<file path="src/dmtc_pkg.sv">
// Package with the shared types and constants of the door motor travel controller.
package dmtc_pkg;

  // Door positions as reported on the result channel.
  typedef enum logic [2:0] {
    DOOR_CLOSED  = 3'd0,
    DOOR_OPENING = 3'd1,
    DOOR_OPEN    = 3'd2,
    DOOR_CLOSING = 3'd3,
    DOOR_STUCK   = 3'd4
  } door_mode_t;

  // Health codes.
  typedef enum logic [1:0] {
    HEALTH_OK    = 2'd0,
    HEALTH_PINCH = 2'd1,
    HEALTH_STALL = 2'd2
  } health_t;

  // Sequencer states.
  typedef enum logic [1:0] {
    CTL_IDLE = 2'd0,
    CTL_DIV  = 2'd1,
    CTL_DONE = 2'd2
  } ctl_state_t;

  // Command codes carried by an input item.
  localparam logic [2:0] FUNC_NONE  = 3'd0;
  localparam logic [2:0] FUNC_OPEN  = 3'd1;
  localparam logic [2:0] FUNC_CLOSE = 3'd2;
  localparam logic [2:0] FUNC_STOP  = 3'd3;
  localparam logic [2:0] FUNC_STUCK = 3'd4;

  // Configuration register indexes.
  localparam logic [2:0] CFG_SIM_MODE    = 3'd0;
  localparam logic [2:0] CFG_PINCH_MA    = 3'd1;
  localparam logic [2:0] CFG_TIMEOUT_S   = 3'd2;
  localparam logic [2:0] CFG_DRIVE_DUTY  = 3'd3;
  localparam logic [2:0] CFG_SIM_TRAVEL  = 3'd4;

  // Configuration reset values.
  localparam logic [15:0] PINCH_MA_RST   = 16'd2000;
  localparam logic [7:0]  TIMEOUT_S_RST  = 8'd30;
  localparam logic [7:0]  DRIVE_DUTY_RST = 8'd200;
  localparam logic [15:0] SIM_TRAVEL_RST = 16'd2000;

  localparam logic [17:0] TIMER_MAX     = 18'h3FFFF;
  localparam logic [17:0] MS_PER_SECOND = 18'd1000;

  localparam int DIV_BITS = 32;

endpackage

</file>
<file path="src/dmtc_if.sv">
// Handshake channel interfaces for tick items, result items and configuration writes.
interface dmtc_in_if;
  logic        valid;
  logic        ready;
  logic [2:0]  func;
  logic        limit_open_n;
  logic        limit_close_n;
  logic [15:0] current_ma;
  logic [9:0]  elapsed_ms;

  modport source (output valid, func, limit_open_n, limit_close_n, current_ma, elapsed_ms,
                  input ready);
  modport sink   (input valid, func, limit_open_n, limit_close_n, current_ma, elapsed_ms,
                  output ready);
endinterface

interface dmtc_out_if;
  logic        valid;
  logic        ready;
  logic [2:0]  door_state;
  logic [7:0]  duty_open_channel;
  logic [7:0]  duty_close_channel;
  logic [1:0]  health;
  logic [31:0] open_cycles;
  logic [31:0] close_cycles;
  logic [15:0] peak_ma;
  logic [15:0] average_ma;

  modport source (output valid, door_state, duty_open_channel, duty_close_channel, health,
                  open_cycles, close_cycles, peak_ma, average_ma,
                  input ready);
  modport sink   (input valid, door_state, duty_open_channel, duty_close_channel, health,
                  open_cycles, close_cycles, peak_ma, average_ma,
                  output ready);
endinterface

interface dmtc_cfg_if;
  logic        valid;
  logic        ready;
  logic [2:0]  reg_index;
  logic [15:0] wdata;

  modport source (output valid, reg_index, wdata, input ready);
  modport sink   (input valid, reg_index, wdata, output ready);
endinterface

</file>
<file path="src/door_motor_travel_controller.sv">
// Top level of the door motor travel controller: tick update, serial averager and result register.
// Flow: a tick item is applied to the door state at the accepting edge, then the average divider
// runs its 32 shift-subtract steps, and the result is loaded once the output register is free.
// A new tick item is taken only after the previous result has been loaded into the output register.
// Reset: synchronous, active low rst_n; clears the door state, counters, telemetry and health,
// returns configuration to its defaults and empties the output register.
module door_motor_travel_controller
  import dmtc_pkg::*;
#(
  parameter int unsigned COUNT_BITS = 32
) (
  input  logic clk,
  input  logic rst_n,
  dmtc_in_if.sink    in_if,
  dmtc_out_if.source out_if,
  dmtc_cfg_if.sink   cfg_if
);

  localparam int CNT_BITS = $clog2(DIV_BITS);

  // Configuration registers. Writes are always taken.
  logic        sim_mode_r;
  logic [15:0] pinch_ma_r;
  logic [7:0]  timeout_s_r;
  logic [7:0]  drive_duty_r;
  logic [15:0] sim_travel_r;

  // Door state and telemetry.
  door_mode_t            mode_r,   mode_nxt;
  health_t               health_r, health_nxt;
  logic [17:0]           timer_r,  timer_nxt;
  logic [COUNT_BITS-1:0] open_cnt_r, open_cnt_nxt;
  logic [COUNT_BITS-1:0] close_cnt_r, close_cnt_nxt;
  logic [15:0]           peak_r,   peak_nxt;
  logic [31:0]           ctot_r,   ctot_nxt;
  logic [31:0]           stot_r,   stot_nxt;

  // Sequencer and divider.
  ctl_state_t          ctl_r, ctl_nxt;
  logic [CNT_BITS-1:0] div_cnt_r;
  logic [31:0]         quo_r;
  logic [31:0]         rem_r;
  logic                in_ready;
  logic                load_out;
  logic                accept;

  // Output register.
  logic        out_valid_r;
  logic [2:0]  out_state_r;
  logic [7:0]  out_duty_open_r;
  logic [7:0]  out_duty_close_r;
  logic [1:0]  out_health_r;
  logic [31:0] out_open_r;
  logic [31:0] out_close_r;
  logic [15:0] out_peak_r;
  logic [15:0] out_avg_r;

  // Tick update helpers.
  logic [18:0]           timer_sum;
  logic [32:0]           cur_sum;
  logic [17:0]           timeout_limit;
  logic [COUNT_BITS-1:0] open_bump;
  logic [COUNT_BITS-1:0] close_bump;
  logic                  moving;

  // Divider step.
  logic [32:0] rem_sh;
  logic [32:0] rem_diff;

  logic [63:0] open_wide;
  logic [63:0] close_wide;

  assign accept = in_if.valid && in_ready;
  assign cfg_if.ready = 1'b1;

  always_ff @(posedge clk) begin
    if (!rst_n) begin
      sim_mode_r   <= 1'b0;
      pinch_ma_r   <= PINCH_MA_RST;
      timeout_s_r  <= TIMEOUT_S_RST;
      drive_duty_r <= DRIVE_DUTY_RST;
      sim_travel_r <= SIM_TRAVEL_RST;
    end else if (cfg_if.valid) begin
      case (cfg_if.reg_index)
        CFG_SIM_MODE:   sim_mode_r   <= cfg_if.wdata[0];
        CFG_PINCH_MA:   pinch_ma_r   <= cfg_if.wdata;
        CFG_TIMEOUT_S:  timeout_s_r  <= cfg_if.wdata[7:0];
        CFG_DRIVE_DUTY: drive_duty_r <= cfg_if.wdata[7:0];
        CFG_SIM_TRAVEL: sim_travel_r <= cfg_if.wdata;
        default: ;
      endcase
    end
  end

  // One tick: timer advance, command, then either timed travel or the real-mode checks
  // in order (telemetry, limit stops, pinch trip, timeout trip).
  always_comb begin
    timer_sum     = {1'b0, timer_r} + {9'd0, in_if.elapsed_ms};
    cur_sum       = {1'b0, ctot_r} + {17'd0, in_if.current_ma};
    timeout_limit = {10'd0, timeout_s_r} * MS_PER_SECOND;
    open_bump     = (open_cnt_r == '1) ? open_cnt_r : open_cnt_r + 1'b1;
    close_bump    = (close_cnt_r == '1) ? close_cnt_r : close_cnt_r + 1'b1;

    timer_nxt     = timer_sum[18] ? TIMER_MAX : timer_sum[17:0];
    mode_nxt      = mode_r;
    health_nxt    = health_r;
    open_cnt_nxt  = open_cnt_r;
    close_cnt_nxt = close_cnt_r;
    peak_nxt      = peak_r;
    ctot_nxt      = ctot_r;
    stot_nxt      = stot_r;

    case (in_if.func)
      FUNC_OPEN, FUNC_CLOSE: begin
        mode_nxt   = (in_if.func == FUNC_OPEN) ? DOOR_OPENING : DOOR_CLOSING;
        timer_nxt  = '0;
        health_nxt = HEALTH_OK;
      end
      FUNC_STOP: begin
        if (mode_r == DOOR_OPENING) begin
          mode_nxt     = DOOR_OPEN;
          open_cnt_nxt = open_bump;
        end else if (mode_r == DOOR_CLOSING) begin
          mode_nxt      = DOOR_CLOSED;
          close_cnt_nxt = close_bump;
        end
      end
      FUNC_STUCK: mode_nxt = DOOR_STUCK;
      default: ;
    endcase

    moving = (mode_nxt == DOOR_OPENING) || (mode_nxt == DOOR_CLOSING);

    if (sim_mode_r) begin
      if (moving && (timer_nxt > {2'd0, sim_travel_r})) begin
        if (mode_nxt == DOOR_OPENING) begin
          mode_nxt     = DOOR_OPEN;
          open_cnt_nxt = open_bump;
        end else begin
          mode_nxt      = DOOR_CLOSED;
          close_cnt_nxt = close_bump;
        end
      end
    end else begin
      if (moving) begin
        if (in_if.current_ma > peak_r) begin
          peak_nxt = in_if.current_ma;
        end
        // Both totals freeze once either would leave 32 bits.
        if ((stot_r != '1) && !cur_sum[32]) begin
          ctot_nxt = cur_sum[31:0];
          stot_nxt = stot_r + 1'b1;
        end
      end
      if ((mode_nxt == DOOR_OPENING) && !in_if.limit_open_n) begin
        mode_nxt     = DOOR_OPEN;
        open_cnt_nxt = open_bump;
        health_nxt   = HEALTH_OK;
      end
      if ((mode_nxt == DOOR_CLOSING) && !in_if.limit_close_n) begin
        mode_nxt      = DOOR_CLOSED;
        close_cnt_nxt = close_bump;
        health_nxt    = HEALTH_OK;
      end
      if (((mode_nxt == DOOR_OPENING) || (mode_nxt == DOOR_CLOSING)) &&
          (in_if.current_ma > pinch_ma_r)) begin
        mode_nxt   = DOOR_STUCK;
        health_nxt = HEALTH_PINCH;
      end
      if (((mode_nxt == DOOR_OPENING) || (mode_nxt == DOOR_CLOSING)) &&
          (timer_nxt > timeout_limit)) begin
        mode_nxt   = DOOR_STUCK;
        health_nxt = HEALTH_STALL;
      end
    end
  end

  always_ff @(posedge clk) begin
    if (!rst_n) begin
      mode_r      <= DOOR_CLOSED;
      health_r    <= HEALTH_OK;
      timer_r     <= '0;
      open_cnt_r  <= '0;
      close_cnt_r <= '0;
      peak_r      <= '0;
      ctot_r      <= '0;
      stot_r      <= '0;
    end else if (accept) begin
      mode_r      <= mode_nxt;
      health_r    <= health_nxt;
      timer_r     <= timer_nxt;
      open_cnt_r  <= open_cnt_nxt;
      close_cnt_r <= close_cnt_nxt;
      peak_r      <= peak_nxt;
      ctot_r      <= ctot_nxt;
      stot_r      <= stot_nxt;
    end
  end

  // Sequencer: idle until a tick arrives, then 32 divider steps, then load the result
  // as soon as the output register is free.
  always_ff @(posedge clk) begin
    if (!rst_n) begin
      ctl_r <= CTL_IDLE;
    end else begin
      ctl_r <= ctl_nxt;
    end
  end

  always_comb begin
    ctl_nxt  = ctl_r;
    in_ready = 1'b0;
    load_out = 1'b0;
    case (ctl_r)
      CTL_IDLE: begin
        in_ready = 1'b1;
        if (in_if.valid) begin
          ctl_nxt = CTL_DIV;
        end
      end
      CTL_DIV: begin
        if (div_cnt_r == CNT_BITS'(DIV_BITS - 1)) begin
          ctl_nxt = CTL_DONE;
        end
      end
      CTL_DONE: begin
        if (!out_valid_r || out_if.ready) begin
          load_out = 1'b1;
          ctl_nxt  = CTL_IDLE;
        end
      end
      default: ctl_nxt = CTL_IDLE;
    endcase
  end

  assign in_if.ready = in_ready;

  // Restoring shift-subtract divider of the new current sum by the new sample count.
  assign rem_sh   = {rem_r, quo_r[31]};
  assign rem_diff = rem_sh - {1'b0, stot_r};

  always_ff @(posedge clk) begin
    if (accept) begin
      quo_r     <= ctot_nxt;
      rem_r     <= '0;
      div_cnt_r <= '0;
    end else if (ctl_r == CTL_DIV) begin
      div_cnt_r <= div_cnt_r + 1'b1;
      if (!rem_diff[32]) begin
        rem_r <= rem_diff[31:0];
        quo_r <= {quo_r[30:0], 1'b1};
      end else begin
        rem_r <= rem_sh[31:0];
        quo_r <= {quo_r[30:0], 1'b0};
      end
    end
  end

  assign open_wide  = 64'(open_cnt_r);
  assign close_wide = 64'(close_cnt_r);

  always_ff @(posedge clk) begin
    if (!rst_n) begin
      out_valid_r <= 1'b0;
    end else if (load_out) begin
      out_valid_r <= 1'b1;
    end else if (out_if.ready) begin
      out_valid_r <= 1'b0;
    end
  end

  always_ff @(posedge clk) begin
    if (load_out) begin
      out_state_r      <= mode_r;
      out_duty_open_r  <= (!sim_mode_r && (mode_r == DOOR_OPENING)) ? drive_duty_r : 8'd0;
      out_duty_close_r <= (!sim_mode_r && (mode_r == DOOR_CLOSING)) ? drive_duty_r : 8'd0;
      out_health_r     <= health_r;
      out_open_r       <= open_wide[31:0];
      out_close_r      <= close_wide[31:0];
      out_peak_r       <= peak_r;
      out_avg_r        <= (stot_r == '0) ? 16'd0 : quo_r[15:0];
    end
  end

  assign out_if.valid              = out_valid_r;
  assign out_if.door_state         = out_state_r;
  assign out_if.duty_open_channel  = out_duty_open_r;
  assign out_if.duty_close_channel = out_duty_close_r;
  assign out_if.health             = out_health_r;
  assign out_if.open_cycles        = out_open_r;
  assign out_if.close_cycles       = out_close_r;
  assign out_if.peak_ma            = out_peak_r;
  assign out_if.average_ma         = out_avg_r;

endmodule

</file>
<file path="src/flat_wrapper.sv">
// flat-port wrapper written by rule: the top's interface ports become plain ports
module door_motor_travel_controller_flat import dmtc_pkg::*;
#(
  parameter int unsigned COUNT_BITS = 32
)
  (clk, rst_n, in_if_valid, in_if_func, in_if_limit_open_n, in_if_limit_close_n, in_if_current_ma, in_if_elapsed_ms, in_if_ready, out_if_valid, out_if_door_state, out_if_duty_open_channel, out_if_duty_close_channel, out_if_health, out_if_open_cycles, out_if_close_cycles, out_if_peak_ma, out_if_average_ma, out_if_ready, cfg_if_valid, cfg_if_reg_index, cfg_if_wdata, cfg_if_ready);
  dmtc_in_if in_if_i ();
  dmtc_out_if out_if_i ();
  dmtc_cfg_if cfg_if_i ();
  input  logic clk;
  input  logic rst_n;
  input wire logic [$bits(in_if_i.valid)-1:0] in_if_valid;
  input wire logic [$bits(in_if_i.func)-1:0] in_if_func;
  input wire logic [$bits(in_if_i.limit_open_n)-1:0] in_if_limit_open_n;
  input wire logic [$bits(in_if_i.limit_close_n)-1:0] in_if_limit_close_n;
  input wire logic [$bits(in_if_i.current_ma)-1:0] in_if_current_ma;
  input wire logic [$bits(in_if_i.elapsed_ms)-1:0] in_if_elapsed_ms;
  output wire logic [$bits(in_if_i.ready)-1:0] in_if_ready;
  output wire logic [$bits(out_if_i.valid)-1:0] out_if_valid;
  output wire logic [$bits(out_if_i.door_state)-1:0] out_if_door_state;
  output wire logic [$bits(out_if_i.duty_open_channel)-1:0] out_if_duty_open_channel;
  output wire logic [$bits(out_if_i.duty_close_channel)-1:0] out_if_duty_close_channel;
  output wire logic [$bits(out_if_i.health)-1:0] out_if_health;
  output wire logic [$bits(out_if_i.open_cycles)-1:0] out_if_open_cycles;
  output wire logic [$bits(out_if_i.close_cycles)-1:0] out_if_close_cycles;
  output wire logic [$bits(out_if_i.peak_ma)-1:0] out_if_peak_ma;
  output wire logic [$bits(out_if_i.average_ma)-1:0] out_if_average_ma;
  input wire logic [$bits(out_if_i.ready)-1:0] out_if_ready;
  input wire logic [$bits(cfg_if_i.valid)-1:0] cfg_if_valid;
  input wire logic [$bits(cfg_if_i.reg_index)-1:0] cfg_if_reg_index;
  input wire logic [$bits(cfg_if_i.wdata)-1:0] cfg_if_wdata;
  output wire logic [$bits(cfg_if_i.ready)-1:0] cfg_if_ready;
  assign in_if_i.valid = in_if_valid;
  assign in_if_i.func = in_if_func;
  assign in_if_i.limit_open_n = in_if_limit_open_n;
  assign in_if_i.limit_close_n = in_if_limit_close_n;
  assign in_if_i.current_ma = in_if_current_ma;
  assign in_if_i.elapsed_ms = in_if_elapsed_ms;
  assign in_if_ready = in_if_i.ready;
  assign out_if_valid = out_if_i.valid;
  assign out_if_door_state = out_if_i.door_state;
  assign out_if_duty_open_channel = out_if_i.duty_open_channel;
  assign out_if_duty_close_channel = out_if_i.duty_close_channel;
  assign out_if_health = out_if_i.health;
  assign out_if_open_cycles = out_if_i.open_cycles;
  assign out_if_close_cycles = out_if_i.close_cycles;
  assign out_if_peak_ma = out_if_i.peak_ma;
  assign out_if_average_ma = out_if_i.average_ma;
  assign out_if_i.ready = out_if_ready;
  assign cfg_if_i.valid = cfg_if_valid;
  assign cfg_if_i.reg_index = cfg_if_reg_index;
  assign cfg_if_i.wdata = cfg_if_wdata;
  assign cfg_if_ready = cfg_if_i.ready;
  door_motor_travel_controller #(.COUNT_BITS(COUNT_BITS)) u_core (.clk(clk), .rst_n(rst_n), .in_if(in_if_i), .out_if(out_if_i), .cfg_if(cfg_if_i));
endmodule
</file>
<file path="config.mk">
export PLATFORM = sky130hd
export DESIGN_NAME = door_motor_travel_controller_flat
export DESIGN_NICKNAME = d
export VERILOG_FILES = /design/src/dmtc_pkg.sv /design/src/dmtc_if.sv /design/src/door_motor_travel_controller.sv /design/src/flat_wrapper.sv
export SDC_FILE = /design/constraint.sdc
export NUM_CORES = 1
export LEC_CHECK = 0
export BUFFER_PORTS_ARGS = -buffer_cell sky130_fd_sc_hd__buf_2
export CAP_MARGIN = 40
export CORE_ASPECT_RATIO = 1.25
export CORE_MARGIN = 5
export CORE_UTILIZATION = 61
export DETAILED_ROUTE_END_ITERATION = 10
export GPL_ROUTABILITY_DRIVEN = 0
export PLACE_DENSITY_LB_ADDON = 0.08
export SLEW_MARGIN = 15
export SYNTH_ARGS = -nofsm -noshare
export SYNTH_HDL_FRONTEND = slang
export SYNTH_SLANG_ARGS = --single-unit
</file>
<file path="constraint.sdc">
create_clock -name clk -period 7.2 [get_ports clk]
set_input_delay 0.36 -clock clk [delete_from_list [all_inputs] [get_ports clk]]
set_output_delay 0.36 -clock clk [all_outputs]
set_load 0.02 [all_outputs]
</file>
==> flow_summary.yaml, run 1 <==
outcome:
  outcome: "finished clean"
critical_path:
  critical_path.startpoint_type: "flop"
  timing.reg2reg.worst_path_depth: 27
  arrival_time_worst_endpoint_ps: 6700
  critical_path.reg2reg.endpoint: "u_core.mode_r[2]"
  worstPathRequired_ps: 7620
  cpMaxStageDelayCell: "sky130_fd_sc_hd__fa_1"
  path_max_fanout: 6
  timing.reg2reg.setup_slack_ps: 920
  worst_path_largest_cell_delay_ps: 540
  worstSetupEndpointType: "flop"
  timing_worst_setup_path_type: "reg -> reg"
  timing.rr.start: "u_core.timeout_s_r[1]"
clocking:
  clk_transition_reported_paths_ps: 70
  cts_root_buf: "sky130_fd_sc_hd__clkbuf_16"
  clockBufferDepth: 3
  quantity_of_hold_fixing_buffers_added_after_cts: 0
  cts_made_buffers: 40
  cts.repair.resized: 0
  clk-insertion-delay-late_ps: 550
  ctsHtreeMaxLevel: 2
  cts_num_sinks: 405
  cts_tree: "yes"
  post-cts-setup-buffers: 0
floorplanning:
  floorplan.io_pins: 175
  std_cell_rows: 78
  core-area_sq_mm: 0.0364
  floorplan.initialDensity_pct: 62.0
  die_height_um: 225
  die_w_um: 182
  die_area_sq_mm: 0.0409
drt:
  detailroute.via_count: 18700
  detailedRoute.firstPassIterationCount: 6
  totalWireLength_mm: 56.0
  drt.antenna.violating_nets: 0
  post-route-drc-count: 0
  wl_met1_mm: 23.3
  initialDrtViolationCount: 1430
  dr_wl_met2_mm: 26.4
  routed.top_layer: "met4"
  routed_via_density: 5.95
  met3RoutedLength_mm: 3.61
  route.detailed.wl_per_inst_um: 17.8
global_route:
  number_of_global_route_vias_before_repair: 17900
  grt_first_pass_wirelength_mm: 89.4
  grt_max_degree: 100
  grt.overflow.total: 0
  number_of_antenna_violations_at_the_first_check_in_global_routing: 0
  total_routing_usage_reported_by_global_routing_pct: 26.3
pwr:
  power_leakage_nw: 9.80
  power.density_mw_per_mm2: 292
  comb_power_share_pct: 34.2
  total_switching_power_mw: 2.40
  power_frac_clock_pct: 30.5
  power_frac_seq_pct: 35.3
  final_power_mw: 7.41
  vdd.ir_drop.worst_uv: 580
  power_switching_share_pct: 32.4
  internal-power_mw: 5.00
sta:
  rsz0062_at_grt: "false"
  slew_at_the_pin_with_the_worst_max_slew_slack_ps: 955
  timing.hold.ws_ps: 74.7
  finalHoldViolCount: 0
  post_route_fraction_of_the_period_consumed_by_the_critical_path_pct: 87.3
  slew_headroom_pct: 36.1
  setup_viol: 0
  final_max_slew_viol_count: 0
  setup_slack_ps: 916
  fin_worst_skew_ps: 19.9
  fmaxAchievable_mhz: 159
  totalNegativeSetupSlack_ps: 0
  period_needed_ps: 6280
synthesis:
  avgSynthCellArea_sq_um: 9.04
  synth_simple_gate_area_share_pct: 19.4
  synthFlopType: "sky130_fd_sc_hd__dfxtp_1"
  synthXorXnorAreaFrac_pct: 5.55
  synth_mux_area_share_pct: 2.00
  syn_inst: 2496
  yosysUniqueCellTypes: 77
  post_synth_fa_ha_maj_area_fraction_pct: 11.3
  largest_family_of_logic_cells_by_synthesized_area: "simple AND/OR/NAND/NOR gates"
  syn-cell-area_sq_mm: 0.0226
  post_synthesis_compound_gate_area_fraction_pct: 14.7
  yosysWarnings: 0
  syn_nets: 2740
  number_of_synthesized_flops_with_an_enable_pin: 149
  ys_seq_area_share_pct: 42.6
  ys_ff_latch: 405
  synth_async_sr_flop_share_pct: 0
cells_and_area:
  area.growth.synth_to_final_pct: 12.5
  finish.instance_area_sq_mm: 0.0254
  final_core_occ_pct: 69.7
  finalNonFillerCells: 3146
  design.final.nets: 2880
  drive_above_1_share_pct: 11.1
  antenna_cells_inserted: 0
min_path:
  holdPathEnd: "u_core.pinch_ma_r[8]"
  min_path_type: "in -> reg"
  worstHoldPathCells: 3
  min-delay-start: "cfg_if_wdata[8]"
placed_design:
  number_of_buffers_inserted_by_port_buffering: 173
  placement.cell_area_sq_mm: 0.0239
  dp_slack_ps: 983
  place.detailed.hpwl_mm: 40.7
  number_of_placed_instances_with_taps_included: 3073
flow_run:
  max-cap-violations: 0
==> area by class of cell <==
cell class	count	area, sq um
tap	480	601
fill	2873	11000
timing repair buffer	202	1170
multi-input combinational	1830	12000
sequential	405	9600
clock inverter	24	304
clock buffer	48	1110
inverter	157	594
==> logic make-up after synthesis <==
logic type / Yosys count
AOI/OAI and AO/OA: 549
xor gates and xnor gates: 143
adders and majority gates: 189
buffers and inverters: 261
DFF: 405
muxes: 45
other: 1
and+or+nand+nor: 903
==> flip-flops by register name, summed over array words and instances, names as in the netlist, 16 cells and up <==
register	cells
u_core.out_if.peak_ma	16
u_core.out_if.average_ma	16
u_core.stot_r	32
u_core.rem_r	32
u_core.out_if.open_cycles	32
u_core.quo_r	32
u_core.out_if.close_cycles	32
u_core.close_cnt_r	32
u_core.timer_r	18
u_core.open_cnt_r	32
u_core.sim_travel_r	16
u_core.peak_r	16
u_core.ctot_r	32
u_core.pinch_ma_r	16
==> how the worst max path moves through the flow <==
stage,end,slack (ps),start,cells past startpoint
CTS,u_core.mode_r[2],940,u_core.timeout_s_r[1],27
floorplan,u_core.out_if.average_ma[0],930,u_core.ctl_r[0],2
finish,u_core.mode_r[2],920,u_core.timeout_s_r[1],27
global route,u_core.mode_r[2],410,u_core.timeout_s_r[1],27
detailed placement,u_core.mode_r[2],980,u_core.timeout_s_r[1],27
global placement,u_core.mode_r[2],1230,u_core.timeout_s_r[1],27
==> cells in the final DEF (no fill, tap or decap), drive strengths merged, types with 41 or more instances in the layout <==
master and count:
a21oi 181, buf 201, clkbuf 49, dfxtp 256
edfxtp 149, ha 165, inv 158, mux2i 44
nand2 312, nand3 93, nand4 52, nor2 176
nor3 53, o21ai 173, or3 41, xnor2 84
xor2 59
==> worst max-delay path: cells and delay by family (launching register included) <==
family                   cells  cell delay [ps]
adder cells (fa/ha/maj)      6             2440
AO/OA/AOI/OAI                7             1510
AND/OR/NAND/NOR              9             1200
flip-flops                   1              500
XOR/XNOR                     2              330
buffers and inverters        3              180
==> synth_stat cells, drive strengths merged, types with 8 or more instances <==
library cell | instances | area [sq um]
a21o | 31 | 233
edfxtp | 149 | 4470
clkbuf | 87 | 328
nand4 | 52 | 325
nand3 | 93 | 475
xnor2 | 84 | 736
xor2 | 59 | 517
inv | 156 | 586
o21bai | 8 | 60.1
nand2 | 312 | 1170
nor2 | 176 | 661
or3 | 41 | 257
nor2b | 39 | 244
a31oi | 12 | 75.1
buf | 17 | 93.8
nor4 | 20 | 155
ha | 165 | 2060
fa | 24 | 480
nor3 | 53 | 280
a21oi | 181 | 906
nand2b | 23 | 144
o31ai | 23 | 173
dfxtp | 256 | 5120
and2 | 26 | 163
and4 | 10 | 87.6
o21ai | 173 | 866
o211ai | 31 | 243
a211oi | 14 | 105
and3 | 34 | 213
o21a | 14 | 105
mux2i | 44 | 440
==> power by group through the flow <==
stage	logic, mW	registers [mW]	clock network, mW
finish	2.53	2.61	2.26
global route	2.84	2.63	2.39
CTS	2.53	2.61	2.30
detailed placement	2.51	2.66	0
global placement	2.41	2.66	0
floorplan	1.98	2.63	0
==> routing by layer <==
| layer | global-route usage, % | vias to the layer above |
|---|---|---|
| li1 | - | 9115 |
| met2 | 44.6 | 611 |
| met5 | 0 | - |
| met4 | 12.1 | 0 |
| met1 | 33.5 | 8826 |
| met3 | 3.62 | 157 |
Power figures use the tool's default switching activity.
==> run 2: changes to the inputs <==
--- a/config.mk
+++ b/config.mk
@@ -5,11 +5,12 @@
 export SDC_FILE = /design/constraint.sdc
 export NUM_CORES = 1
 export LEC_CHECK = 0
+export ABC_AREA = 1
 export BUFFER_PORTS_ARGS = -buffer_cell sky130_fd_sc_hd__buf_2
 export CAP_MARGIN = 40
 export CORE_ASPECT_RATIO = 1.25
 export CORE_MARGIN = 5
-export CORE_UTILIZATION = 61
+export CORE_UTILIZATION = 62
 export DETAILED_ROUTE_END_ITERATION = 10
 export GPL_ROUTABILITY_DRIVEN = 0
 export PLACE_DENSITY_LB_ADDON = 0.08
==> run 2 against run 1 <==
Net effect:
- sequential share of layout area down 6.1 points
- sequential cell count is the same
- routed wire length is 37% higher
- utilization is 1.0 points lower
- clock power up 3%
- via count rose by 42%
- sequential power rose by 4%
- synthesized area rose by 22%
- cell count is 48% higher
- die area rose by 19%
- register-to-register slack improved by 390 ps
- critical endpoint is now u_core.mode_r[0]
- largest cell class unchanged
==> flow_summary.yaml, run 2 <==
outcome:
  outcome: "finished clean"
sta:
  finalHoldViolCount: 0
  fin_worst_skew_ps: 19.0
  slew_at_the_pin_with_the_worst_max_slew_slack_ps: 926
  fmaxAchievable_mhz: 170
  rsz0062_at_grt: "false"
  totalNegativeSetupSlack_ps: 0
  post_route_fraction_of_the_period_consumed_by_the_critical_path_pct: 81.8
  setup_viol: 0
  slew_headroom_pct: 38.1
  final_max_slew_viol_count: 0
  period_needed_ps: 5890
critical_path:
  worst_path_largest_cell_delay_ps: 520
  timing.rr.start: "u_core.timeout_s_r[1]"
  timing_worst_setup_path_type: "reg -> reg"
  critical_path.startpoint_type: "flop"
  worstPathRequired_ps: 7680
  arrival_time_worst_endpoint_ps: 6380
  crit_path_start: "u_core.timeout_s_r[1]"
  cpMaxStageDelayCell: "sky130_fd_sc_hd__fa_1"
  path_max_fanout: 6
  worstSetupEndpointType: "flop"
  path_common_cell: "sky130_fd_sc_hd__nand2_1"
synthesis:
  synth_async_sr_flop_share_pct: 0
  syn-cell-area_sq_mm: 0.0276
  ys_ff_latch: 405
  syn_inst: 3947
  syn_nets: 4191
  cell_accounting_for_the_most_synthesized_area: "sky130_fd_sc_hd__dfxtp_1"
  most_common_cell_in_the_netlist: "sky130_fd_sc_hd__nand2_1"
  ys_seq_area_share_pct: 34.8
  synthFlopType: "sky130_fd_sc_hd__dfxtp_1"
  number_of_synthesized_flops_with_an_enable_pin: 149
  yosysWarnings: 0
  synth_common_cells: "sky130_fd_sc_hd__nand2_1 (1,043), sky130_fd_sc_hd__inv_1 (432), sky130_fd_sc_hd__a21oi_1 (356)"
  yosysUniqueCellTypes: 64
  synth_area_leaders: "sky130_fd_sc_hd__dfxtp_1 (19%), sky130_fd_sc_hd__edfxtp_1 (16%), sky130_fd_sc_hd__nand2_1 (14%), sky130_fd_sc_hd__ha_1 (7.5%), sky130_fd_sc_hd__a21oi_1 (6.5%)"
  avgSynthCellArea_sq_um: 6.98
  synthDominantCellAreaShare_pct: 18.6
clocking:
  cts_made_buffers: 43
  post-cts-setup-buffers: 0
  cts.repair.resized: 0
  cts_root_buf: "sky130_fd_sc_hd__clkbuf_16"
  clk_transition_reported_paths_ps: 60
  ctsHtreeMaxLevel: 2
  cts_num_sinks: 405
  clk-insertion-delay-late_ps: 580
  quantity_of_hold_fixing_buffers_added_after_cts: 0
  cts_tree: "yes"
  clockBufferDepth: 3
floorplanning:
  die_w_um: 199
  floorplan.initialDensity_pct: 62.6
  core-area_sq_mm: 0.0440
  floorplan.io_pins: 175
  die_height_um: 246
  std_cell_rows: 86
  die_area_sq_mm: 0.0488
pwr:
  power.density_mw_per_mm2: 259
  final_power_mw: 7.84
  power_leakage_nw: 13.5
  vdd.ir_drop.worst_uv: 700
global_route:
  number_of_global_route_vias_before_repair: 24500
  number_of_antenna_violations_at_the_first_check_in_global_routing: 3
  grt.overflow.total: 0
  grt_max_degree: 93
  grt_first_pass_wirelength_mm: 123
  total_routing_usage_reported_by_global_routing_pct: 30.5
drt:
  totalWireLength_mm: 76.4
  drt.antenna.violating_nets: 0
  wl_met1_mm: 31.1
  detailroute.via_count: 26500
  met3RoutedLength_mm: 5.14
  initialDrtViolationCount: 2184
  routed.top_layer: "met5"
  route.detailed.wl_per_inst_um: 16.5
  dr_wl_met2_mm: 36.7
  post-route-drc-count: 0
  detailedRoute.firstPassIterationCount: 6
  routed_via_density: 5.70
cells_and_area:
  finish.instance_area_sq_mm: 0.0302
  num-fill-cells: 3914
  layout.area.seq_sq_mm: 0.00960
  finalNonFillerCells: 4642
  drive_above_1_share_pct: 8.92
  layout.cells.most_common: "sky130_fd_sc_hd__nand2_1"
  area.growth.synth_to_final_pct: 9.60
  most-common-layout-cells: "sky130_fd_sc_hd__nand2_1 (1,042), sky130_fd_sc_hd__inv_1 (430), sky130_fd_sc_hd__a21oi_1 (356)"
  design.final.nets: 4280
  area_of_combinational_cells_with_multiple_inputs_sq_mm: 0.0155
placed_design:
  number_of_placed_instances_with_taps_included: 4558
  placement.cell_area_sq_mm: 0.0287
  number_of_buffers_inserted_by_port_buffering: 173
  place.detailed.hpwl_mm: 54.6
min_path:
  min_path_type: "in -> reg"
  min-delay-start: "cfg_if_wdata[10]"
flow_run:
  max-cap-violations: 0
[run 2: cell count changes after synthesis, moves of 47 or more]
cell                      previous run  this run
sky130_fd_sc_hd__o21ai_1             3        72
sky130_fd_sc_hd__a21oi_1           181       356
sky130_fd_sc_hd__nand3_1            91       261
sky130_fd_sc_hd__inv_1             155       432
sky130_fd_sc_hd__xnor2_1            84        37
sky130_fd_sc_hd__nand2_1           312      1043
sky130_fd_sc_hd__nor2_1            176       330
sky130_fd_sc_hd__o21ai_0           170       288
[run 2: kinds of logic (layout without fill, tap and decap cells)]
| logic type | after synthesis | count (layout) | share of synthesized area (%) |
|---|---|---|---|
| AO/OA/AOI/OAI | 801 | 801 | 15.4 |
| XOR/XNOR | 103 | 103 | 3.27 |
| adder cells (fa/ha/maj) | 189 | 189 | 9.23 |
| buffers and inverters | 610 | 732 | 8.91 |
| flip-flops | 405 | 405 | 34.8 |
| other | 1 | 2 | 0.0136 |
| AND/OR/NAND/NOR | 1838 | 1838 | 28.4 |
[run 2: worst paths after layout]
check | slack, ps | depth (start not counted) | endpoint
hold / removal | 60 | 3 | u_core.sim_travel_r[10]
hold reg to reg | 430 | 0 | u_core.out_if.peak_ma[9]
setup reg to reg | 1310 | 32 | u_core.mode_r[0]
setup / recovery | 1310 | 32 | u_core.mode_r[0]
[run 2: power by group]
part	leakage, nW	internal (mW)	switching, mW
Combinational	9.34	1.01	1.80
Clock	0.700	1.36	0.962
Sequential	3.49	2.56	0.157
[run 2: area by class of cell]
cell class                      instances  area share [%]
Antenna cell                            1         0.00828
Clock buffer                           54            3.94
Clock inverter                         24           0.899
Inverter                              452            5.63
Multi-Input combinational cell       2932            51.4
Sequential cell                       405            31.8
Tap cell                              572            2.37
Timing Repair Buffer                  202            3.94
[run 2: per-stage QoR]
step	setup WS [ps]	utilization, %	hold slack [ps]
CTS	1310	68.4	26.0
global route	761	68.7	58.8
global placement	1460	64.9	411
finish	1310	68.7	57.2
detailed placement	1360	65.1	414
floorplan	1700	-	408
[run 2: layer usage]
layer | up-vias | track usage (%)
met4 | 4 | 14.3
met3 | 213 | 3.91
li1 | 13200 | -
met5 | - | 0
met2 | 938 | 51.9
met1 | 12100 | 38.2
[run 2: worst max-delay path: cells and delay by family, from the launching register on]
family | cells | cell delay [ps]
DFF | 1 | 490
xor gates and xnor gates | 2 | 330
adders and majority gates | 6 | 2420
and+or+nand+nor | 16 | 1490
AOI/OAI and AO/OA | 5 | 940
buffers and inverters | 3 | 130
